===== src/sv/atrd_pkg.sv =====
// Shared constants for the modem response terminator detector.
// Holds command codes, status codes, register indexes and character codes.
// Has no dependencies; every other file of the block uses it.
`default_nettype none

package atrd_pkg;

    localparam int unsigned BUFFER_DEPTH = 256;

    localparam int unsigned CMD_W    = 2;
    localparam int unsigned BYTE_W   = 8;
    localparam int unsigned STATUS_W = 3;
    localparam int unsigned COUNT_W  = 9;
    localparam int unsigned LIMIT_W  = 9;
    localparam int unsigned TMO_W    = 16;
    localparam int unsigned TICK_W   = 17;
    localparam int unsigned POS_W    = 3;
    localparam int unsigned CFG_IDX_W  = 1;
    localparam int unsigned CFG_DATA_W = 16;

    localparam logic [CMD_W-1:0] CMD_START = 2'd0;
    localparam logic [CMD_W-1:0] CMD_BYTE  = 2'd1;
    localparam logic [CMD_W-1:0] CMD_TICK  = 2'd2;

    localparam logic [STATUS_W-1:0] ST_RECEIVING = 3'd0;
    localparam logic [STATUS_W-1:0] ST_OK        = 3'd1;
    localparam logic [STATUS_W-1:0] ST_ERROR     = 3'd2;
    localparam logic [STATUS_W-1:0] ST_FULL      = 3'd3;
    localparam logic [STATUS_W-1:0] ST_TIMEOUT   = 3'd4;
    localparam logic [STATUS_W-1:0] ST_SILENT    = 3'd5;

    localparam logic [CFG_IDX_W-1:0] REG_MAX_LENGTH    = 1'd0;
    localparam logic [CFG_IDX_W-1:0] REG_TIMEOUT_TICKS = 1'd1;

    localparam logic [LIMIT_W-1:0] MAX_LENGTH_RESET    = 9'd256;
    localparam logic [TMO_W-1:0]   TIMEOUT_TICKS_RESET = 16'd10000;
    localparam logic [LIMIT_W-1:0] LIMIT_MAX           = LIMIT_W'(BUFFER_DEPTH);
    localparam logic [TICK_W-1:0]  TICK_SAT            = 17'h1FFFF;

    localparam logic [BYTE_W-1:0] CH_O  = 8'h4F;
    localparam logic [BYTE_W-1:0] CH_K  = 8'h4B;
    localparam logic [BYTE_W-1:0] CH_E  = 8'h45;
    localparam logic [BYTE_W-1:0] CH_R  = 8'h52;
    localparam logic [BYTE_W-1:0] CH_CR = 8'h0D;
    localparam logic [BYTE_W-1:0] CH_LF = 8'h0A;

    // Character expected after "E" at a given match position (one to five).
    function automatic logic [BYTE_W-1:0] error_char(input logic [POS_W-1:0] pos);
        logic [BYTE_W-1:0] ch;
        case (pos)
            3'd1:    ch = CH_R;
            3'd2:    ch = CH_R;
            3'd3:    ch = CH_O;
            3'd4:    ch = CH_R;
            3'd5:    ch = CH_CR;
            default: ch = CH_LF;
        endcase
        return ch;
    endfunction

endpackage

`default_nettype wire


===== src/sv/atrd_in_if.sv =====
// Input channel of the terminator detector: command and received byte.
// Depends on atrd_pkg for the field widths.
`default_nettype none

interface atrd_in_if;
    logic                           valid;
    logic                           ready;
    logic [atrd_pkg::CMD_W-1:0]     command;
    logic [atrd_pkg::BYTE_W-1:0]    rx_byte;

    modport source (output valid, output command, output rx_byte, input ready);
    modport sink (input valid, input command, input rx_byte, output ready);
endinterface

`default_nettype wire


===== src/sv/atrd_out_if.sv =====
// Result channel of the terminator detector: status, count and echoed byte.
// Depends on atrd_pkg for the field widths.
`default_nettype none

interface atrd_out_if;
    logic                           valid;
    logic                           ready;
    logic [atrd_pkg::STATUS_W-1:0]  status;
    logic [atrd_pkg::COUNT_W-1:0]   byte_count;
    logic [atrd_pkg::BYTE_W-1:0]    stored_byte;
    logic                           store_valid;

    modport source (output valid, output status, output byte_count,
                    output stored_byte, output store_valid, input ready);
    modport sink (input valid, input status, input byte_count,
                  input stored_byte, input store_valid, output ready);
endinterface

`default_nettype wire


===== src/sv/atrd_cfg_if.sv =====
// Configuration write channel of the terminator detector.
// Depends on atrd_pkg for the index and data widths.
`default_nettype none

interface atrd_cfg_if;
    logic                               valid;
    logic                               ready;
    logic [atrd_pkg::CFG_IDX_W-1:0]     index;
    logic [atrd_pkg::CFG_DATA_W-1:0]    data;

    modport source (output valid, output index, output data, input ready);
    modport sink (input valid, input index, input data, output ready);
endinterface

`default_nettype wire


===== src/sv/at_response_terminator_detector.sv =====
// Modem response terminator detector, top level.
// Depends on atrd_pkg, atrd_in_if, atrd_out_if and atrd_cfg_if.
//
// The in channel carries one command per transfer: start a new response,
// a received byte, or a one millisecond tick. Every accepted transfer
// produces exactly one transfer on the out channel with the status and
// byte count after that command, and the byte echoed with store_valid set
// when it was taken into the response, for storage at byte_count minus one.
// A response ends on a line reading OK or ERROR followed by CR LF after a
// newline, when the byte count reaches max_length (0 acts as 1, at most
// 256), or when the tick count exceeds timeout_ticks; later bytes and
// ticks are ignored. One result register sets the timing: the result
// appears in the cycle after acceptance, and one item is taken in every
// cycle while results are taken. When the receiver stalls, the result
// register holds and the in channel drops ready until it is taken.
// Reset clears the response as if a start command had been given and loads
// the register defaults. The cfg channel is always ready; write it only
// while no results are pending.
`default_nettype none

module at_response_terminator_detector (
    input  wire logic       clk,
    input  wire logic       rst_n,
    atrd_in_if.sink         req,
    atrd_out_if.source      rsp,
    atrd_cfg_if.sink        cfg
);

    typedef enum logic [1:0] {
        PS_TEXT,
        PS_NEWLINE,
        PS_OK,
        PS_ERROR
    } parse_state_t;

    logic [atrd_pkg::LIMIT_W-1:0]   max_length_reg;
    logic [atrd_pkg::TMO_W-1:0]     timeout_reg;

    parse_state_t                   parse_reg, parse_next;
    logic [atrd_pkg::POS_W-1:0]     pos_reg, pos_next;
    logic [atrd_pkg::COUNT_W-1:0]   count_reg, count_next;
    logic [atrd_pkg::TICK_W-1:0]    ticks_reg, ticks_next;
    logic [atrd_pkg::STATUS_W-1:0]  status_reg, status_next;
    logic [atrd_pkg::BYTE_W-1:0]    stored_reg, stored_next;
    logic                           store_valid_reg, store_valid_next;
    logic                           out_valid_reg;

    logic                           accept;
    logic [atrd_pkg::LIMIT_W-1:0]   limit;
    logic [atrd_pkg::BYTE_W-1:0]    ch;
    logic                           end_ok;
    logic                           end_error;

    assign accept    = req.valid && req.ready;
    assign req.ready = !out_valid_reg || rsp.ready;
    assign cfg.ready = 1'b1;

    assign rsp.valid       = out_valid_reg;
    assign rsp.status      = status_reg;
    assign rsp.byte_count  = count_reg;
    assign rsp.stored_byte = stored_reg;
    assign rsp.store_valid = store_valid_reg;

    assign ch = req.rx_byte;

    always_comb
    begin
        if (max_length_reg == '0)
        begin
            limit = atrd_pkg::LIMIT_W'(1);
        end
        else if (max_length_reg > atrd_pkg::LIMIT_MAX)
        begin
            limit = atrd_pkg::LIMIT_MAX;
        end
        else
        begin
            limit = max_length_reg;
        end
    end

    // Parser step for one received byte.
    always_comb
    begin
        parse_next = parse_reg;
        pos_next   = pos_reg;
        end_ok     = 1'b0;
        end_error  = 1'b0;
        case (parse_reg)
            PS_TEXT:
            begin
                if (ch == atrd_pkg::CH_LF)
                begin
                    parse_next = PS_NEWLINE;
                end
            end
            PS_NEWLINE:
            begin
                if (ch == atrd_pkg::CH_O)
                begin
                    parse_next = PS_OK;
                    pos_next   = 3'd1;
                end
                else if (ch == atrd_pkg::CH_E)
                begin
                    parse_next = PS_ERROR;
                    pos_next   = 3'd1;
                end
                else
                begin
                    parse_next = PS_TEXT;
                end
            end
            PS_OK:
            begin
                if ((ch == atrd_pkg::CH_K && pos_reg == 3'd1) ||
                    (ch == atrd_pkg::CH_CR && pos_reg == 3'd2))
                begin
                    pos_next = pos_reg + 3'd1;
                end
                else if (ch == atrd_pkg::CH_LF && pos_reg == 3'd3)
                begin
                    end_ok = 1'b1;
                end
                else
                begin
                    parse_next = PS_TEXT;
                end
            end
            default:
            begin
                if (pos_reg >= 3'd1 && pos_reg <= 3'd5 &&
                    ch == atrd_pkg::error_char(pos_reg))
                begin
                    pos_next = pos_reg + 3'd1;
                end
                else if (pos_reg == 3'd6 && ch == atrd_pkg::CH_LF)
                begin
                    end_error = 1'b1;
                end
                else
                begin
                    parse_next = PS_TEXT;
                end
            end
        endcase
    end

    always_comb
    begin
        status_next      = status_reg;
        count_next       = count_reg;
        ticks_next       = ticks_reg;
        stored_next      = '0;
        store_valid_next = 1'b0;
        case (req.command)
            atrd_pkg::CMD_START:
            begin
                status_next = atrd_pkg::ST_RECEIVING;
                count_next  = '0;
                ticks_next  = '0;
            end
            atrd_pkg::CMD_BYTE:
            begin
                if (status_reg == atrd_pkg::ST_RECEIVING)
                begin
                    stored_next      = ch;
                    store_valid_next = 1'b1;
                    count_next       = count_reg + atrd_pkg::COUNT_W'(1);
                    if (end_ok)
                    begin
                        status_next = atrd_pkg::ST_OK;
                    end
                    else if (end_error)
                    begin
                        status_next = atrd_pkg::ST_ERROR;
                    end
                    else if (count_next >= limit)
                    begin
                        status_next = atrd_pkg::ST_FULL;
                    end
                end
            end
            atrd_pkg::CMD_TICK:
            begin
                if (status_reg == atrd_pkg::ST_RECEIVING)
                begin
                    if (ticks_reg != atrd_pkg::TICK_SAT)
                    begin
                        ticks_next = ticks_reg + atrd_pkg::TICK_W'(1);
                    end
                    if (ticks_next > {1'b0, timeout_reg})
                    begin
                        status_next = (count_reg != '0) ? atrd_pkg::ST_TIMEOUT
                                                         : atrd_pkg::ST_SILENT;
                    end
                end
            end
            default:
            begin
                status_next = status_reg;
            end
        endcase
    end

    always_ff @(posedge clk or negedge rst_n)
    begin
        if (!rst_n)
        begin
            max_length_reg <= atrd_pkg::MAX_LENGTH_RESET;
            timeout_reg    <= atrd_pkg::TIMEOUT_TICKS_RESET;
        end
        else if (cfg.valid && cfg.ready)
        begin
            case (cfg.index)
                atrd_pkg::REG_MAX_LENGTH:
                begin
                    max_length_reg <= cfg.data[atrd_pkg::LIMIT_W-1:0];
                end
                atrd_pkg::REG_TIMEOUT_TICKS:
                begin
                    timeout_reg <= cfg.data[atrd_pkg::TMO_W-1:0];
                end
                default:
                begin
                    timeout_reg <= timeout_reg;
                end
            endcase
        end
    end

    always_ff @(posedge clk or negedge rst_n)
    begin
        if (!rst_n)
        begin
            parse_reg       <= PS_TEXT;
            pos_reg         <= '0;
            count_reg       <= '0;
            ticks_reg       <= '0;
            status_reg      <= atrd_pkg::ST_RECEIVING;
            stored_reg      <= '0;
            store_valid_reg <= 1'b0;
            out_valid_reg   <= 1'b0;
        end
        else
        begin
            if (accept)
            begin
                out_valid_reg   <= 1'b1;
                count_reg       <= count_next;
                ticks_reg       <= ticks_next;
                status_reg      <= status_next;
                stored_reg      <= stored_next;
                store_valid_reg <= store_valid_next;
                if (req.command == atrd_pkg::CMD_START)
                begin
                    parse_reg <= PS_TEXT;
                    pos_reg   <= '0;
                end
                else if (req.command == atrd_pkg::CMD_BYTE &&
                         status_reg == atrd_pkg::ST_RECEIVING)
                begin
                    parse_reg <= parse_next;
                    pos_reg   <= pos_next;
                end
            end
            else if (rsp.ready)
            begin
                out_valid_reg <= 1'b0;
            end
        end
    end

endmodule

`default_nettype wire


===== src/flat_wrapper.sv =====
// flat-port wrapper written by rule: the top's interface ports become plain ports
module at_response_terminator_detector_flat 
  (clk, rst_n, req_valid, req_command, req_rx_byte, req_ready, rsp_valid, rsp_status, rsp_byte_count, rsp_stored_byte, rsp_store_valid, rsp_ready, cfg_valid, cfg_index, cfg_data, cfg_ready);
  atrd_in_if req_i ();
  atrd_out_if rsp_i ();
  atrd_cfg_if cfg_i ();
  input  wire logic clk;
  input  wire logic rst_n;
  input wire logic [$bits(req_i.valid)-1:0] req_valid;
  input wire logic [$bits(req_i.command)-1:0] req_command;
  input wire logic [$bits(req_i.rx_byte)-1:0] req_rx_byte;
  output wire logic [$bits(req_i.ready)-1:0] req_ready;
  output wire logic [$bits(rsp_i.valid)-1:0] rsp_valid;
  output wire logic [$bits(rsp_i.status)-1:0] rsp_status;
  output wire logic [$bits(rsp_i.byte_count)-1:0] rsp_byte_count;
  output wire logic [$bits(rsp_i.stored_byte)-1:0] rsp_stored_byte;
  output wire logic [$bits(rsp_i.store_valid)-1:0] rsp_store_valid;
  input wire logic [$bits(rsp_i.ready)-1:0] rsp_ready;
  input wire logic [$bits(cfg_i.valid)-1:0] cfg_valid;
  input wire logic [$bits(cfg_i.index)-1:0] cfg_index;
  input wire logic [$bits(cfg_i.data)-1:0] cfg_data;
  output wire logic [$bits(cfg_i.ready)-1:0] cfg_ready;
  assign req_i.valid = req_valid;
  assign req_i.command = req_command;
  assign req_i.rx_byte = req_rx_byte;
  assign req_ready = req_i.ready;
  assign rsp_valid = rsp_i.valid;
  assign rsp_status = rsp_i.status;
  assign rsp_byte_count = rsp_i.byte_count;
  assign rsp_stored_byte = rsp_i.stored_byte;
  assign rsp_store_valid = rsp_i.store_valid;
  assign rsp_i.ready = rsp_ready;
  assign cfg_i.valid = cfg_valid;
  assign cfg_i.index = cfg_index;
  assign cfg_i.data = cfg_data;
  assign cfg_ready = cfg_i.ready;
  at_response_terminator_detector u_core (.clk(clk), .rst_n(rst_n), .req(req_i), .rsp(rsp_i), .cfg(cfg_i));
endmodule

===== config.mk =====
export PLATFORM = sky130hd
export DESIGN_NAME = at_response_terminator_detector_flat
export DESIGN_NICKNAME = d
export VERILOG_FILES = /design/src/sv/atrd_pkg.sv /design/src/sv/atrd_in_if.sv /design/src/sv/atrd_out_if.sv /design/src/sv/atrd_cfg_if.sv /design/src/sv/at_response_terminator_detector.sv /design/src/flat_wrapper.sv
export SDC_FILE = /design/constraint.sdc
export NUM_CORES = 1
export LEC_CHECK = 0
export BUFFER_PORTS_ARGS = -buffer_cell sky130_fd_sc_hd__buf_2
export CAP_MARGIN = 0
export CORE_ASPECT_RATIO = 0.7
export CORE_MARGIN = 8
export CORE_UTILIZATION = 59
export CTS_BUF_LIST = sky130_fd_sc_hd__clkbuf_8 sky130_fd_sc_hd__clkbuf_16
export DETAILED_ROUTE_END_ITERATION = 16
export GPL_TIMING_DRIVEN = 0
export PLACE_DENSITY = 0.81
export SYNTH_ARGS = -nofsm -noshare
export SYNTH_HDL_FRONTEND = slang
export SYNTH_SLANG_ARGS = --single-unit

===== constraint.sdc =====
create_clock -name clk -period 4.3 [get_ports clk]
set_input_delay 0.215 -clock clk [delete_from_list [all_inputs] [get_ports clk]]
set_output_delay 0.215 -clock clk [all_outputs]
set_load 0.05 [all_outputs]

======== After elaboration in Yosys (flattened, before gate mapping) ========
Cells that the tools add are included.
storage, ports and cells
  register bits ........................... 69
  logic and storage cells ................. 127
  output and inout port bits .............. 24
  input bits .............................. 32
cells by class
  $lt $le $gt $ge ......................... 5
  bitwise gates (word level) .............. 1
  reductions and logical operators ........ 31
  multiplexer cells ....................... 48
  $add $sub $neg .......................... 3
  equality and inequality tests ........... 29
operator list
  cell                                                             number
  17-bit 2-to-1 mux                                                4
  3-bit 2-to-1 mux                                                 12
  17-bit one-hot mux with 2 select lines                           1
  9-bit 2-to-1 mux                                                 3
  8-bit by 7-bit == test with 1-bit output, second input constant  3
  8-bit 2-to-1 mux                                                 3
  7-bit one-hot mux with 3 select lines                            1
  2-bit 2-to-1 mux                                                 9
  3-bit one-hot mux with 3 select lines                            2
  9-bit one-hot mux with 2 select lines                            1
  17-bit by 1-bit adder with 17-bit output, second input constant  1
  17-bit by 16-bit greater-than comparator with 1-bit output       1
  17-bit inequality test, second input constant                    1
  8-bit by 4-bit == test with 1-bit output, second input constant  2
  6-bit AND reduction                                              2
  1-bit 2-to-1 mux                                                 11
  5-bit inequality test, second input constant                     2
  9-bit by 1-bit adder with 9-bit output, second input constant    1
  3-bit == test, second input constant                             3
  9-bit >= comparator                                              1
  9-bit greater-than comparator, second input constant             1
  9-bit logical NOT                                                1
  9-bit nonzero test                                               1
  8-bit == test                                                    1
  25 further kinds                                                 49

======== Longest topological paths before layout ========
  depth in word-level cells ............... 12
  depth in mapped cells ................... 16
  depth with buffers taken out ............ 15

======== Worst setup path after synthesis ========
Ideal clock, no wire load.
  path kind ............................... reg2reg
  start point ............................. register u_core.ticks_reg[0] (netlist bit)
  end point ............................... register u_core.status_reg (netlist bit u_core.rsp.status[1])
  required time ........................... 4.172 ns
  stages on the path, launching flop included .. 17
  buffers on the path ..................... 1
  period minus slack after synthesis ...... 3.545 ns
  data arrival time ....................... 3.417 ns
  setup slack ............................. 0.755 ns
  library setup time ...................... 0.128 ns
  cells stage by stage .................... dfrtp_1 > ha_1 > nand4_1 > nor4_4 > a211oi_1 > and2_1 > clkbuf_1 > nand3_1 > xnor2_1 > ha_1 > and4_1 > nand3_1 > or4_1 > o21ai_0 > a31o_2 > a21oi_2 > mux2_1
on the way
  cells in the longest elaborated chain, start to end .. 7
  elaborated cells between the ends (all ways) .. 8
  those cells by class .................... 1 x add/sub; 1 x order compare; 2 x eq/ne; 3 x mux; 1 x reduce/logical
RTL lines
  what                                                                                       RTL line                                                                        text
  start, declared                                                                            at_response_terminator_detector.sv:42                                           logic [atrd_pkg::TICK_W-1:0] ticks_reg, ticks_next;
  start signal, assigned                                                                     at_response_terminator_detector.sv:251                                          ticks_reg <= ticks_next;
  17-bit by 1-bit adder with 17-bit output / 17-bit inequality test (equally long branches)  at_response_terminator_detector.sv:190, at_response_terminator_detector.sv:188
  17-bit 2-to-1 mux *                                                                        at_response_terminator_detector.sv:188                                          if (ticks_reg != atrd_pkg::TICK_SAT)
  17-bit 2-to-1 mux *                                                                        at_response_terminator_detector.sv:186                                          if (status_reg == atrd_pkg::ST_RECEIVING)
  17-bit 2-to-1 mux *                                                                        at_response_terminator_detector.sv:156                                          case (req.command)
  17-bit by 16-bit greater-than comparator with 1-bit output *                               at_response_terminator_detector.sv:192                                          if (ticks_next > {1'b0, timeout_reg})
  2-bit by 1-bit inequality test with 1-bit output (no source line) *                        --
  6-bit AND reduction (no source line) *                                                     --
  end signal, assigned                                                                       at_response_terminator_detector.sv:240                                          status_reg <= atrd_pkg::ST_RECEIVING;
  end signal, assigned                                                                       at_response_terminator_detector.sv:252                                          status_reg <= status_next;
  end, declared                                                                              at_response_terminator_detector.sv:43                                           logic [atrd_pkg::STATUS_W-1:0] status_reg, status_next;
Every way passes the cells marked *; elsewhere a longest branch is shown, timed or not. The select of a mux whose other input is x is not followed.
A chain may end at the register's enable or synchronous reset.

======== Final worst setup path ========
Ends and elaborated chain as after synthesis.

==> metrics.txt <==
# TYPE chip_impl_metric gauge
chip_impl_metric{name="antenna_violations_before_repair",unit=""} 0
chip_impl_metric{name="syn_inst",unit=""} 460
chip_impl_metric{name="total_i_o_pin_count",unit=""} 56
chip_impl_metric{name="period_minus_slack",unit="ps"} 3911
chip_impl_info{name="cts_tree",value="yes"} 1
chip_impl_info{name="outcome",value="complete, but fails checks"} 1
chip_impl_metric{name="wire_length_of_the_first_global_routing_pass",unit="mm"} 18.06
chip_impl_metric{name="detail_route.wirelength",unit="mm"} 10.77
chip_impl_metric{name="fin_worst_skew",unit="ps"} 12.36
chip_impl_info{name="r2r-start",value="u_core.ticks_reg[0]"} 1
chip_impl_info{name="crit_start",value="u_core.ticks_reg[0]"} 1
chip_impl_metric{name="share_of_final_layout_standard_cells_stronger_than_drive_strength_1",unit=""} 0.2330
chip_impl_metric{name="hpwl",unit="mm"} 7.998
chip_impl_metric{name="die_area",unit="mm2"} 0.01070
chip_impl_metric{name="global_route.overflow_total",unit=""} 0
chip_impl_metric{name="last_weighted_congestion_value_of_the_routability_driven_placer",unit=""} 0.8870
chip_impl_metric{name="max_freq",unit="MHz"} 255.7
chip_impl_metric{name="synth_fp_nets",unit=""} 529
chip_impl_metric{name="ctsLongestPathBuffers",unit=""} 2
chip_impl_metric{name="tritoncts.num_buffers",unit=""} 9
chip_impl_metric{name="clock_insertion_delay_worst_skew",unit="ps"} 350
chip_impl_metric{name="synth-edff-count",unit=""} 0
chip_impl_metric{name="largest_register_ffs",unit=""} 17
chip_impl_metric{name="leakage",unit="uW"} 0.002457
chip_impl_metric{name="groute.usage.overall",unit=""} 0.2112
chip_impl_metric{name="drt_pass_1_iters",unit=""} 5
chip_impl_metric{name="holdBufCountCts",unit=""} 0
chip_impl_metric{name="finalHoldViolations",unit=""} 53
chip_impl_metric{name="drt_iter0_drc",unit=""} 237
chip_impl_metric{name="cts.sink_count",unit=""} 69
chip_impl_metric{name="cp_data_required_time",unit="ps"} 4530
chip_impl_info{name="clock_tree.root_cell",value="sky130_fd_sc_hd__clkbuf_8"} 1
chip_impl_info{name="synth_flop_cell",value="sky130_fd_sc_hd__dfrtp_1"} 1
chip_impl_metric{name="critPathArrivalTime",unit="ps"} 4140
chip_impl_metric{name="worst-r2r-cell-count",unit=""} 16
chip_impl_metric{name="setup.reg_to_reg.worst_slack",unit="ps"} 390
chip_impl_metric{name="buffer_ports.inserted",unit=""} 52
chip_impl_metric{name="die_h",unit="um"} 88.98
chip_impl_metric{name="synth.ff_latch_count",unit=""} 69
chip_impl_info{name="criticalPathCategory",value="reg -> reg"} 1
chip_impl_metric{name="worstPathMaxFanout",unit=""} 6
chip_impl_info{name="timing.rr.end",value="u_core.rsp.status[1]"} 1
chip_impl_info{name="hold_path_class",value="in -> async"} 1
chip_impl_info{name="worst_setup_end_kind",value="flop"} 1
chip_impl_info{name="timing.critical_path.from_type",value="flop"} 1
chip_impl_metric{name="antenna_violating_nets_post_route",unit=""} 0
chip_impl_metric{name="netlist_area",unit="mm2"} 0.004489
chip_impl_metric{name="wl_per_cell",unit="um"} 17.20
chip_impl_metric{name="yosys_warnings",unit=""} 0
chip_impl_metric{name="seq_total_area_yosys",unit=""} 0.3863
chip_impl_info{name="critical_path.endpoint",value="u_core.rsp.status[1]"} 1
chip_impl_metric{name="synth_async_sr_flop_share",unit=""} 1.000
chip_impl_metric{name="final.period_utilization",unit=""} 0.9096
chip_impl_metric{name="path_clk_slew",unit="ps"} 70
chip_impl_metric{name="fin_hold_ws",unit="ps"} -32.76
chip_impl_metric{name="ys_types",unit=""} 70
chip_impl_metric{name="slew_violations",unit=""} 0
chip_impl_metric{name="setup_viol_count_final",unit=""} 0
chip_impl_metric{name="core_region_area",unit="mm2"} 0.007352
chip_impl_info{name="final_common_cell",value="sky130_fd_sc_hd__dfrtp_1"} 1
chip_impl_metric{name="power_per_cell_area",unit="mW/mm2"} 360.1
chip_impl_metric{name="max_cap_violations",unit=""} 0
chip_impl_metric{name="die_x",unit="um"} 120.3
chip_impl_metric{name="initial_utilization",unit=""} 0.6106
chip_impl_metric{name="synth.avg_cell_area",unit="um2"} 9.759
chip_impl_metric{name="detail_route.drc_violations",unit=""} 0
chip_impl_metric{name="antenna_cells_inserted",unit=""} 0
chip_impl_metric{name="max_slew.worst_pin.slew",unit="ps"} 857.9
chip_impl_metric{name="final_net_count",unit=""} 592
chip_impl_metric{name="number_of_global_route_vias_before_repair",unit=""} 3678
chip_impl_metric{name="detailroute.via_count",unit=""} 3781
chip_impl_metric{name="irDropWorstVdd",unit="mV"} 0.3073
chip_impl_info{name="grt_setup_unrepaired",value="false"} 1
chip_impl_metric{name="placementRows",unit=""} 26
chip_impl_info{name="failed_checks",value="negative hold slack"} 1
chip_impl_metric{name="grt_start_max_net_pins",unit=""} 70
chip_impl_info{name="most-common-layout-cells",value="sky130_fd_sc_hd__dfrtp_1, sky130_fd_sc_hd__buf_2, sky130_fd_sc_hd__nand2_1"} 1
chip_impl_metric{name="worst_slew_margin_rel",unit=""} 0.4281
chip_impl_metric{name="finalSetupTns",unit="ps"} 0
chip_impl_metric{name="synthToLayoutAreaGrowth",unit="%"} 13.10
chip_impl_metric{name="htreeDepth",unit=""} 3
chip_impl_metric{name="detail_route.vias_per_cell",unit=""} 6.040
-- critical path: stages (launching register included) --
cell                       delay [ps]
sky130_fd_sc_hd__dfrtp_1          450
sky130_fd_sc_hd__ha_1             260
sky130_fd_sc_hd__nand4_1          150
sky130_fd_sc_hd__nor4_4            70
sky130_fd_sc_hd__a211oi_2         390
sky130_fd_sc_hd__and2_1           180
sky130_fd_sc_hd__clkbuf_1         230
sky130_fd_sc_hd__nand3_1          130
sky130_fd_sc_hd__xnor2_1          190
sky130_fd_sc_hd__ha_1             320
sky130_fd_sc_hd__and4_1           190
sky130_fd_sc_hd__nand3_1          100
sky130_fd_sc_hd__or4_1            500
sky130_fd_sc_hd__o21ai_0           90
sky130_fd_sc_hd__a31o_2           140
sky130_fd_sc_hd__a21oi_2           80
sky130_fd_sc_hd__mux2_1           320
-- what timing repair did --
item	in CTS	in global routing
setup buffers	0	0
setup endpoints to repair	0	3
gates resized for setup	0	1
-- how the worst min path moves through the flow --
stage                     startpoint                        to  depth (start not counted)
after global placement     req_valid          u_core.rsp.valid                          2
after CTS                      rst_n       u_core.ticks_reg[7]                          1
after global routing           rst_n         u_core.pos_reg[2]                          1
final                          rst_n         u_core.pos_reg[2]                          1
after floorplan                rst_n  u_core.max_length_reg[0]                          0
after detailed placement       rst_n         u_core.pos_reg[2]                          1
-- through the flow --
step           worst slack (ps)    util  cells  instance area (um2)  power [uW]
2_1_floorplan             755.0       -    460                 4489        1140
3_5_place_dp              244.7  0.6630    610                 4875        1291
6_report                  388.9  0.6906    626                 5077        1828
4_1_cts                   193.6  0.6899    626                 5072        1836
5_1_grt                   62.28  0.6906    626                 5077        1927
3_3_place_gp              331.5  0.6627    610                 4872        1267
-- cell usage after synthesis, types with 8 or more instances --
cell type,count,area share
sky130_fd_sc_hd__dfrtp_1,63,0.35
sky130_fd_sc_hd__nand2_1,41,0.034
sky130_fd_sc_hd__ha_1,37,0.10
sky130_fd_sc_hd__o21ai_0,28,0.031
sky130_fd_sc_hd__inv_1,27,0.023
sky130_fd_sc_hd__mux2_2,27,0.068
sky130_fd_sc_hd__nor2_1,23,0.019
sky130_fd_sc_hd__a22o_1,22,0.043
sky130_fd_sc_hd__nand3_1,22,0.025
sky130_fd_sc_hd__a21oi_1,15,0.017
sky130_fd_sc_hd__xnor2_1,12,0.023
sky130_fd_sc_hd__clkbuf_1,11,0.0092
sky130_fd_sc_hd__nand4_1,11,0.015
sky130_fd_sc_hd__xor2_1,11,0.021
sky130_fd_sc_hd__and3_1,8,0.011
sky130_fd_sc_hd__nand2b_1,8,0.011
-- kinds of logic (layout without fill, tap and decap cells) --
family | Yosys count | count (layout) | synth area share
mux | 29 | 29 | 0.07246
xor+xnor | 23 | 23 | 0.04487
simple gates | 144 | 144 | 0.1714
buf+inv | 47 | 115 | 0.04710
compound gates | 110 | 110 | 0.1739
fa+ha+maj | 37 | 37 | 0.1031
other cells | 1 | 1 | 0.0008353
flops | 69 | 69 | 0.3863
-- layer usage --
| metal | global-route usage | share of wire | vias up |
|---|---|---|---|
| li1 | - | - | 1805 |
| met1 | 0.2899 | 0.48 | 1824 |
| met2 | 0.3276 | 0.45 | 139 |
| met3 | 0.04543 | 0.065 | 13 |
| met4 | 0.06772 | 0.012 | 0 |
| met5 | 0 | 0 | - |
-- where the power goes --
| part | switching (uW) | total (uW) | internal, uW |
|---|---|---|---|
| logic | 314 | 494 | 179 |
| clock network | 271 | 542 | 271 |
| registers | 67.6 | 793 | 725 |
| total | 653 | 1830 | 1180 |
-- cell type report --
cell class | count | area (um2)
sequential | 69 | 1734
fill | 570 | 2275
timing repair buffer | 52 | 262.8
inverter | 28 | 105.1
buffer | 19 | 106.4
multi-input combinational | 344 | 2549
clock inverter | 7 | 73.82
tap | 98 | 122.6
clock buffer | 9 | 123.9
No activity file was read; power rests on OpenSTA's default activity.
